`src/design/bsoc_pkg.sv`:
```
// Shared package for the adaptive battery state-of-charge tracker.
// Holds widths, phase codes, register indexes, reset values and the divider structs.
// No dependencies; every other design file imports it.
package bsoc_pkg;

   localparam int VOLT_BITS  = 13;
   localparam int SOC_W      = 7;
   localparam int PHASE_W    = 2;
   localparam int CSR_DATA_W = VOLT_BITS;
   localparam int CSR_IDX_W  = 1;
   localparam int FULL_CHG_W = VOLT_BITS;
   localparam int WIDE_W     = 17;
   localparam int SPAN_W     = VOLT_BITS + 1;
   localparam int PROD_W     = VOLT_BITS + SOC_W;
   localparam int QUOT_W     = 8;
   localparam int DSOR_W     = SPAN_W + QUOT_W - 1;
   localparam int CNT_W      = $clog2(QUOT_W);

   localparam logic [PHASE_W-1:0] PHASE_UNKNOWN     = 2'd0;
   localparam logic [PHASE_W-1:0] PHASE_CHARGING    = 2'd1;
   localparam logic [PHASE_W-1:0] PHASE_DISCHARGING = 2'd2;

   localparam logic [CSR_IDX_W-1:0] CSR_FULL_CHARGE = 1'd0;
   localparam logic [CSR_IDX_W-1:0] CSR_LOW_BOUND   = 1'd1;

   localparam logic [SOC_W-1:0] SOC_FULL = 7'd100;

   localparam logic [FULL_CHG_W-1:0] FULL_CHARGE_RST = FULL_CHG_W'(4200);
   localparam logic [SOC_W-1:0]      LOW_BOUND_RST   = 7'd20;
   localparam logic [VOLT_BITS-1:0]  FULL_LEVEL_RST  = VOLT_BITS'(3900);
   localparam logic [VOLT_BITS-1:0]  EMPTY_LEVEL_RST = VOLT_BITS'(3500);
   localparam logic [VOLT_BITS-1:0]  OFFSET_RST      = VOLT_BITS'(300);

   typedef struct packed {
      logic              start;
      logic [PROD_W-1:0] dividend;
      logic [SPAN_W-1:0] divisor;
   } div_req_type;

   typedef struct packed {
      logic              done;
      logic [QUOT_W-1:0] quot;
   } div_sts_type;

endpackage

```
`src/design/bsoc_if.sv`:
```
// Valid/ready channel interfaces for the sample and result transactions.
// Depends on bsoc_pkg for the payload widths.
interface bsoc_req_if;
   import bsoc_pkg::*;
   logic                 valid;
   logic                 ready;
   logic [VOLT_BITS-1:0] sample_mv;
   logic                 is_charging;
   modport source (output valid, output sample_mv, output is_charging, input ready);
   modport sink (input valid, input sample_mv, input is_charging, output ready);
endinterface

interface bsoc_rsp_if;
   import bsoc_pkg::*;
   logic               valid;
   logic               ready;
   logic [SOC_W-1:0]   soc_percent;
   logic               low_charge;
   logic [PHASE_W-1:0] phase;
   modport source (output valid, output soc_percent, output low_charge, output phase,
                   input ready);
   modport sink (input valid, input soc_percent, input low_charge, input phase,
                 output ready);
endinterface

```
`src/design/bsoc_divider.sv`:
```
// Shared restoring shift-subtract divider, one quotient bit per cycle.
// Depends on bsoc_pkg; a quotient with its top bit set means 128 or more.
module bsoc_divider (
   input  logic                   clock,
   input  logic                   reset,
   input  bsoc_pkg::div_req_type  div_req,
   output bsoc_pkg::div_sts_type  div_sts
);
   import bsoc_pkg::*;

   logic [PROD_W-1:0] rem_ff, rem_in;
   logic [DSOR_W-1:0] ds_ff, ds_in;
   logic [QUOT_W-1:0] q_ff, q_in;
   logic [CNT_W-1:0]  cnt_ff, cnt_in;
   logic              busy_ff, busy_in;
   logic              done_ff, done_in;
   logic              ge;

   assign ge = {{(DSOR_W-PROD_W){1'b0}}, rem_ff} >= ds_ff;

   always_comb begin
      rem_in  = rem_ff;
      ds_in   = ds_ff;
      q_in    = q_ff;
      cnt_in  = cnt_ff;
      busy_in = busy_ff;
      done_in = 1'b0;
      if (div_req.start) begin
         rem_in  = div_req.dividend;
         ds_in   = {div_req.divisor, {(QUOT_W-1){1'b0}}};
         q_in    = '0;
         cnt_in  = CNT_W'(QUOT_W - 1);
         busy_in = 1'b1;
      end else if (busy_ff) begin
         if (ge) begin
            rem_in = PROD_W'({{(DSOR_W-PROD_W){1'b0}}, rem_ff} - ds_ff);
         end
         q_in   = {q_ff[QUOT_W-2:0], ge};
         ds_in  = ds_ff >> 1;
         cnt_in = cnt_ff - 1'b1;
         if (cnt_ff == '0) begin
            busy_in = 1'b0;
            done_in = 1'b1;
         end
      end
   end

   always_ff @(posedge clock) begin
      rem_ff <= rem_in;
      ds_ff  <= ds_in;
      q_ff   <= q_in;
      cnt_ff <= cnt_in;
      if (reset) begin
         busy_ff <= 1'b0;
         done_ff <= 1'b0;
      end else begin
         busy_ff <= busy_in;
         done_ff <= done_in;
      end
   end

   assign div_sts.done = done_ff;
   assign div_sts.quot = q_ff;

endmodule

```
`src/design/adaptive_battery_soc_tracker.sv`:
```
// Top level of the adaptive battery state-of-charge tracker: sequencer and learned state.
// Depends on bsoc_pkg, bsoc_if and bsoc_divider.
// Each sample transaction returns exactly one result transaction carrying the state of
// charge in percent (0 to 100), a sticky low-power flag and the phase. The learned levels
// update at acceptance; then the PREP state forms the numerator and span, the shared
// divider runs at one quotient bit per cycle, the DIV state waits for the divider's done
// flag, and the FIN state saturates and registers the result, holding there while the
// output register is still full. The block takes no new sample until it is back in idle,
// but it does accept one while an earlier result still waits in the output register.
// Configuration writes are meant to happen only while no sample is in flight.
module adaptive_battery_soc_tracker (
   input  logic                             clock,
   input  logic                             reset,
   bsoc_req_if.sink                         req_ch,
   bsoc_rsp_if.source                       rsp_ch,
   input  logic                             csr_we,
   input  logic [bsoc_pkg::CSR_IDX_W-1:0]   csr_index,
   input  logic [bsoc_pkg::CSR_DATA_W-1:0]  csr_wdata
);
   import bsoc_pkg::*;

   localparam logic [1:0] ST_IDLE = 2'd0;
   localparam logic [1:0] ST_PREP = 2'd1;
   localparam logic [1:0] ST_DIV  = 2'd2;
   localparam logic [1:0] ST_FIN  = 2'd3;

   logic [1:0]            state_ff, state_in;
   logic [FULL_CHG_W-1:0] full_charge_ff;
   logic [SOC_W-1:0]      low_bound_ff;
   logic [VOLT_BITS-1:0]  full_ff, full_in;
   logic [VOLT_BITS-1:0]  empty_ff, empty_in;
   logic [VOLT_BITS-1:0]  offset_ff, offset_in;
   logic [PHASE_W-1:0]    phase_ff, phase_in;
   logic [SOC_W-1:0]      last_soc_ff;
   logic                  low_flag_ff;
   logic [VOLT_BITS-1:0]  sample_ff;
   logic                  span_zero_ff;
   logic                  rsp_valid_ff;
   logic [SOC_W-1:0]      rsp_soc_ff;
   logic                  rsp_low_ff;
   logic [PHASE_W-1:0]    rsp_phase_ff;

   logic                  req_take;
   logic                  rsp_free;
   logic                  fin_load;
   logic [WIDE_W-1:0]     chg_wide;
   logic [WIDE_W-1:0]     smp_wide;
   logic [VOLT_BITS-1:0]  num;
   logic [SPAN_W-1:0]     span;
   logic [SOC_W-1:0]      soc;
   logic                  low_next;
   div_req_type           div_req;
   div_sts_type           div_sts;

   bsoc_divider u_divider (
      .clock   (clock),
      .reset   (reset),
      .div_req (div_req),
      .div_sts (div_sts)
   );

   assign req_ch.ready = (state_ff == ST_IDLE);
   assign req_take     = req_ch.valid && (state_ff == ST_IDLE);
   assign rsp_free     = !rsp_valid_ff || rsp_ch.ready;
   assign fin_load     = (state_ff == ST_FIN) && rsp_free;

   assign chg_wide = {{(WIDE_W-FULL_CHG_W){1'b0}}, full_charge_ff};
   assign smp_wide = {{(WIDE_W-VOLT_BITS){1'b0}}, req_ch.sample_mv};

   always_comb begin
      full_in   = full_ff;
      empty_in  = empty_ff;
      offset_in = offset_ff;
      phase_in  = phase_ff;
      if (req_ch.is_charging) begin
         phase_in = PHASE_CHARGING;
         if (req_ch.sample_mv > full_ff) begin
            full_in = req_ch.sample_mv;
         end
      end else begin
         if (phase_ff == PHASE_CHARGING && last_soc_ff == SOC_FULL) begin
            full_in   = req_ch.sample_mv;
            offset_in = (chg_wide > smp_wide) ? VOLT_BITS'(chg_wide - smp_wide) : '0;
         end
         phase_in = PHASE_DISCHARGING;
         if (req_ch.sample_mv < empty_ff) begin
            empty_in = req_ch.sample_mv;
         end
      end
   end

   always_comb begin
      num  = (sample_ff > empty_ff) ? VOLT_BITS'(sample_ff - empty_ff) : '0;
      span = (full_ff > empty_ff) ? SPAN_W'(full_ff - empty_ff) : '0;
      if (phase_ff == PHASE_CHARGING) begin
         span = span + {1'b0, offset_ff};
      end
      div_req.start    = (state_ff == ST_PREP);
      div_req.dividend = PROD_W'(num) * PROD_W'(SOC_FULL);
      div_req.divisor  = span;
   end

   always_comb begin
      if (span_zero_ff || div_sts.quot > {1'b0, SOC_FULL}) begin
         soc = SOC_FULL;
      end else begin
         soc = div_sts.quot[SOC_W-1:0];
      end
      low_next = low_flag_ff || (soc < low_bound_ff);
   end

   always_comb begin
      state_in = state_ff;
      unique case (state_ff)
         ST_IDLE: begin
            if (req_take) begin
               state_in = ST_PREP;
            end
         end
         ST_PREP: state_in = ST_DIV;
         ST_DIV: begin
            if (div_sts.done) begin
               state_in = ST_FIN;
            end
         end
         ST_FIN: begin
            if (rsp_free) begin
               state_in = ST_IDLE;
            end
         end
         default: state_in = ST_IDLE;
      endcase
   end

   always_ff @(posedge clock) begin
      if (req_take) begin
         sample_ff <= req_ch.sample_mv;
      end
      if (state_ff == ST_PREP) begin
         span_zero_ff <= (span == '0);
      end
      if (fin_load) begin
         rsp_soc_ff   <= soc;
         rsp_low_ff   <= low_next;
         rsp_phase_ff <= phase_ff;
      end
   end

   always_ff @(posedge clock) begin
      if (reset) begin
         state_ff       <= ST_IDLE;
         full_charge_ff <= FULL_CHARGE_RST;
         low_bound_ff   <= LOW_BOUND_RST;
         full_ff        <= FULL_LEVEL_RST;
         empty_ff       <= EMPTY_LEVEL_RST;
         offset_ff      <= OFFSET_RST;
         phase_ff       <= PHASE_UNKNOWN;
         last_soc_ff    <= '0;
         low_flag_ff    <= 1'b0;
         rsp_valid_ff   <= 1'b0;
      end else begin
         state_ff <= state_in;
         if (csr_we) begin
            unique case (csr_index)
               CSR_FULL_CHARGE: full_charge_ff <= FULL_CHG_W'(csr_wdata);
               CSR_LOW_BOUND:   low_bound_ff   <= csr_wdata[SOC_W-1:0];
               default:         ;
            endcase
         end
         if (req_take) begin
            full_ff   <= full_in;
            empty_ff  <= empty_in;
            offset_ff <= offset_in;
            phase_ff  <= phase_in;
         end
         if (fin_load) begin
            last_soc_ff  <= soc;
            low_flag_ff  <= low_next;
            rsp_valid_ff <= 1'b1;
         end else if (rsp_ch.ready) begin
            rsp_valid_ff <= 1'b0;
         end
      end
   end

   assign rsp_ch.valid       = rsp_valid_ff;
   assign rsp_ch.soc_percent = rsp_soc_ff;
   assign rsp_ch.low_charge  = rsp_low_ff;
   assign rsp_ch.phase       = rsp_phase_ff;

endmodule

```
`src/flat_wrapper.sv`:
```
// flat-port wrapper written by rule: the top's interface ports become plain ports
module adaptive_battery_soc_tracker_flat import bsoc_pkg::*;
  (clock, reset, csr_we, csr_index, csr_wdata, req_ch_valid, req_ch_sample_mv, req_ch_is_charging, req_ch_ready, rsp_ch_valid, rsp_ch_soc_percent, rsp_ch_low_charge, rsp_ch_phase, rsp_ch_ready);
  bsoc_req_if req_ch_i ();
  bsoc_rsp_if rsp_ch_i ();
  input  logic clock;
  input  logic reset;
  input  logic csr_we;
  input  logic [bsoc_pkg::CSR_IDX_W-1:0] csr_index;
  input  logic [bsoc_pkg::CSR_DATA_W-1:0] csr_wdata;
  input wire logic [$bits(req_ch_i.valid)-1:0] req_ch_valid;
  input wire logic [$bits(req_ch_i.sample_mv)-1:0] req_ch_sample_mv;
  input wire logic [$bits(req_ch_i.is_charging)-1:0] req_ch_is_charging;
  output wire logic [$bits(req_ch_i.ready)-1:0] req_ch_ready;
  output wire logic [$bits(rsp_ch_i.valid)-1:0] rsp_ch_valid;
  output wire logic [$bits(rsp_ch_i.soc_percent)-1:0] rsp_ch_soc_percent;
  output wire logic [$bits(rsp_ch_i.low_charge)-1:0] rsp_ch_low_charge;
  output wire logic [$bits(rsp_ch_i.phase)-1:0] rsp_ch_phase;
  input wire logic [$bits(rsp_ch_i.ready)-1:0] rsp_ch_ready;
  assign req_ch_i.valid = req_ch_valid;
  assign req_ch_i.sample_mv = req_ch_sample_mv;
  assign req_ch_i.is_charging = req_ch_is_charging;
  assign req_ch_ready = req_ch_i.ready;
  assign rsp_ch_valid = rsp_ch_i.valid;
  assign rsp_ch_soc_percent = rsp_ch_i.soc_percent;
  assign rsp_ch_low_charge = rsp_ch_i.low_charge;
  assign rsp_ch_phase = rsp_ch_i.phase;
  assign rsp_ch_i.ready = rsp_ch_ready;
  adaptive_battery_soc_tracker u_core (.clock(clock), .reset(reset), .req_ch(req_ch_i), .rsp_ch(rsp_ch_i), .csr_we(csr_we), .csr_index(csr_index), .csr_wdata(csr_wdata));
endmodule
```
`config.mk`:
```
export PLATFORM = sky130hd
export DESIGN_NAME = adaptive_battery_soc_tracker_flat
export DESIGN_NICKNAME = d
export VERILOG_FILES = /design/src/design/bsoc_pkg.sv /design/src/design/bsoc_if.sv /design/src/design/bsoc_divider.sv /design/src/design/adaptive_battery_soc_tracker.sv /design/src/flat_wrapper.sv
export SDC_FILE = /design/constraint.sdc
export NUM_CORES = 1
export LEC_CHECK = 0
export ABC_AREA = 1
export CORE_MARGIN = 2
export CORE_UTILIZATION = 28
export DETAILED_ROUTE_END_ITERATION = 12
export DONT_BUFFER_PORTS = 1
export GPL_TIMING_DRIVEN = 0
export PLACE_DENSITY = 0.44
export REMOVE_ABC_BUFFERS = 1
export SYNTH_ARGS = -nofsm -noshare
export SYNTH_HDL_FRONTEND = slang
export SYNTH_SLANG_ARGS = --single-unit
```
`constraint.sdc`:
```
create_clock -name clock -period 4.25 [get_ports clock]
set_input_delay 0.85 -clock clock [delete_from_list [all_inputs] [get_ports clock]]
set_output_delay 0.85 -clock clock [all_outputs]
set_load 0.01 [all_outputs]
```
==> impl_metrics.csv <==
group,metric,value,unit
job,cap_violations,0,
worst_hold_path,hold_class,"reg -> reg",
global_route,track_usage,0.153,
floorplan,die_w,210,um
critical_path,crit_type,"reg -> reg",
timing,worstMarginPinSlew,999,ps
timing,clock_skew,8.86,ps
final_layout,diodes,0,
power,p_leak,6.60,nW
critical_path,crit-reg2reg-launch,"u_core.sample_ff[3]",
place,gp_routability_congestion,0.892,
yosys,yosys.cell_count.top_type,"nand2_1",
power,switching_power,0.00540,W
power,seq_power_share,0.184,
critical_path,startpoint,"u_core.sample_ff[3]",
routing,ant_nets,0,
yosys,synth-edff-count,56,
power,p_sw_frac,0.480,
clock_tree,ctsRootBufferMaster,"clkbuf_16",
critical_path,crit_arrival,4520,ps
clock_tree,cts.htree.levels,4,
critical_path,crit_fanout,8,
routing,drt_pass1_iterations,7,
floorplan,core,0.0419,mm^2
floorplan,die_area,0.0441,mm^2
yosys,netlist_top_cells_area,"dfxtp_1 (16%), ha_1 (16%), edfxtp_1 (14%)",
final_layout,area_growth,18.7,%
yosys,synthTopCellsByCount,"nand2_1 (334), inv_1 (254), ha_1 (150)",
timing,finalHoldViolations,0,
critical_path,regToRegEndpoint,"u_core.u_divider.rem_ff[19]",
yosys,yosys.area.top_type_share,0.159,
global_route,grt_pass1_vias,9962,
timing,max_slew_margin,0.334,
final_layout,multi_input_area,0.00793,mm^2
yosys,synthCells,1607,
yosys,async_reset_ff_frac,0,
global_route,grt_pass1_wl,52900,um
routing,drt_wl_total,33300,um
yosys,synth_seq_cells,150,
floorplan,dieHeight,210,um
critical_path,critical_path.slowest_cell,"fa_1",
timing,setup_ws,-78.2,ps
critical_path,r2r_slack,-80,ps
final_layout,stdcell_count,2195,
yosys,synth.distinct_cells,56,
timing,min_period,4330,ps
final_layout,fin_nets,1839,
timing,max_freq,231,MHz
floorplan,start_util,0.284,
power,pwr-share-clk,0.129,
yosys,yosys_warnings,0,
place,post-place-ws,-1210,ps
timing,fin_crit_sh,1.02,
critical_path,reg2regPathDepth,25,
yosys,syn_avg_cell_area,7.39,um^2
power,ir_drop,480,uV
global_route,antenna_found_initial,0,
clock_tree,tritoncts,"built",
place,io_buffers,0,
timing,finalSetupViolations,3,
power,p_int,0.00586,W
routing,vias_per_cell,4.62,
final_layout,nFillCells,4488,
critical_path,start_kind,"flop",
floorplan,io_pins,45,
place,place_inst,2119,
clock_tree,cts_sinks,150,
yosys,synth_top_flop_cell,"dfxtp_1",
global_route,grt_max_degree,43,
clock_tree,clk_pin_slew,70,ps
run_status,status,"complete, but fails checks",
critical_path,crit_required,4440,ps
yosys,synth_seq_area_share,0.300,
place,place_hpwl,26000,um
power,pwr-share-comb,0.687,
timing,rsz0062_at_grt,"true",
routing,wl_per_cell,15.2,um
final_layout,drive_above_1_share,0.164,
clock_tree,postCtsHoldBufs,0,
global_route,overflow,0,
yosys,yosysTopAreaCell,"dfxtp_1",
timing,drv_slew,0,
floorplan,rows,75,
power,powerDensity,799,mW/mm^2
run_status,violations,"setup timing",
routing,dr_total_vias,10100,
final_layout,regArea,0.00357,mm^2
routing,drc,0,
clock_tree,cts_buffers,17,
clock_tree,clkLatencyLatePin,450,ps
critical_path,endpoint_kind,"flop",
routing,drt_iter0_markers,533,
yosys,synth_area,0.0119,mm^2
critical_path,cpPeakStageDelay,510,ps
clock_tree,cts_max_path_buffers,2,
critical_path,endpoint,"u_core.u_divider.rem_ff[19]",
-- power groups by stage --
stage               sequential (W)  clock, W  combinational, W
floorplan                  0.00203         0           0.00454
global placement           0.00208         0           0.00592
detailed placement         0.00209         0           0.00592
CTS                        0.00207   0.00150           0.00715
global route               0.00210   0.00155           0.00870
finish                     0.00207   0.00145           0.00774
-- metal layers --
metal	global-route usage	up-vias	wire (um)
met4	0.0399	0	522
met2	0.262	109	15900
met1	0.200	4622	16000
li1	-	5371	-
met3	0.0257	31	834
met5	0	-	0
-- through the flow --
| stage | setup TNS [ps] | power, W | hold WS, ps | utilization | instance area (um^2) |
|---|---|---|---|---|---|
| after floorplan | -340 | 0.00657 | 429 | - | 11700 |
| after global placement | -9030 | 0.00800 | 441 | 0.296 | 12400 |
| after detailed placement | -9390 | 0.00801 | 453 | 0.296 | 12400 |
| after CTS | -96.3 | 0.0107 | 453 | 0.328 | 13700 |
| after global routing | -1430 | 0.0124 | 459 | 0.337 | 14100 |
| final | -112 | 0.0113 | 460 | 0.337 | 14100 |
-- worst max-delay path: cells and delay by family (launching register included) --
kind,cells,cell delay [ps]
buffers and inverters,4,230
AND/OR/NAND/NOR,10,910
adder cells (fa/ha/maj),5,1590
AO/OA/AOI/OAI,6,910
flip-flops,1,420
-- area by class of cell --
| class | count | share of cell area |
|---|---|---|
| Multi-Input combinational cell | 1164 | 0.563 |
| Sequential cell | 150 | 0.253 |
| Inverter | 266 | 0.0715 |
| Tap cell | 539 | 0.0479 |
| Clock buffer | 18 | 0.0305 |
| Timing Repair Buffer | 44 | 0.0262 |
| Clock inverter | 14 | 0.00790 |
-- flip-flops by register name, summed over array words and instances (netlist names), 2 cells and up --
| register | flops |
|---|---|
| u_core.u_divider.ds_ff | 21 |
| u_core.u_divider.rem_ff | 20 |
| u_core.empty_ff | 13 |
| u_core.full_charge_ff | 13 |
| u_core.full_ff | 13 |
| u_core.offset_ff | 13 |
| u_core.sample_ff | 13 |
| u_core.u_divider.q_ff | 8 |
| u_core.last_soc_ff | 7 |
| u_core.low_bound_ff | 7 |
| u_core.rsp_ch.soc_percent | 7 |
| u_core.u_divider.cnt_ff | 3 |
| u_core.phase_ff | 2 |
| u_core.rsp_ch.phase | 2 |
| u_core.state_ff | 2 |
-- cells in the final DEF (no fill, tap or decap), types with 23 or more instances in the layout --
master / netlist / final
nand2_1: 334 / 328
inv_1: 254 / 233
nor2_1: 141 / 130
ha_1: 150 / 118
a21oi_1: 121 / 106
dfxtp_1: 94 / 90
o21ai_0: 87 / 75
nand3_1: 76 / 69
edfxtp_1: 56 / 56
buf_4: 2 / 38
ha_4: 0 / 30
inv_2: 7 / 27
o22ai_1: 23 / 23
-- worst min-delay path by stage --
stage	start	endpoint	cells after the start
after global routing	reset	u_core.rsp_ch.valid	1
after CTS	reset	u_core.rsp_ch.valid	1
after detailed placement	u_core.u_divider.q_ff[7]	u_core.u_divider.q_ff[7]	2
after global placement	u_core.u_divider.q_ff[7]	u_core.u_divider.q_ff[7]	2
final	u_core.low_bound_ff[1]	u_core.low_bound_ff[1]	2
after floorplan	u_core.u_divider.q_ff[7]	u_core.u_divider.q_ff[7]	2
-- repair_timing --
item / in CTS / in global routing
setup endpoints to repair: 12 / 9
buffers inserted: 33 / 10
pin swaps: 53 / 55
resized for setup: 119 / 54
-- cells by family after synthesis --
logic type,share of synthesized area
AO/OA/AOI/OAI,0.146
XOR/XNOR,0.0346
adder cells (fa/ha/maj),0.180
buffers and inverters,0.0968
flip-flops,0.300
AND/OR/NAND/NOR,0.242
(Power assumes the default switching activity.)
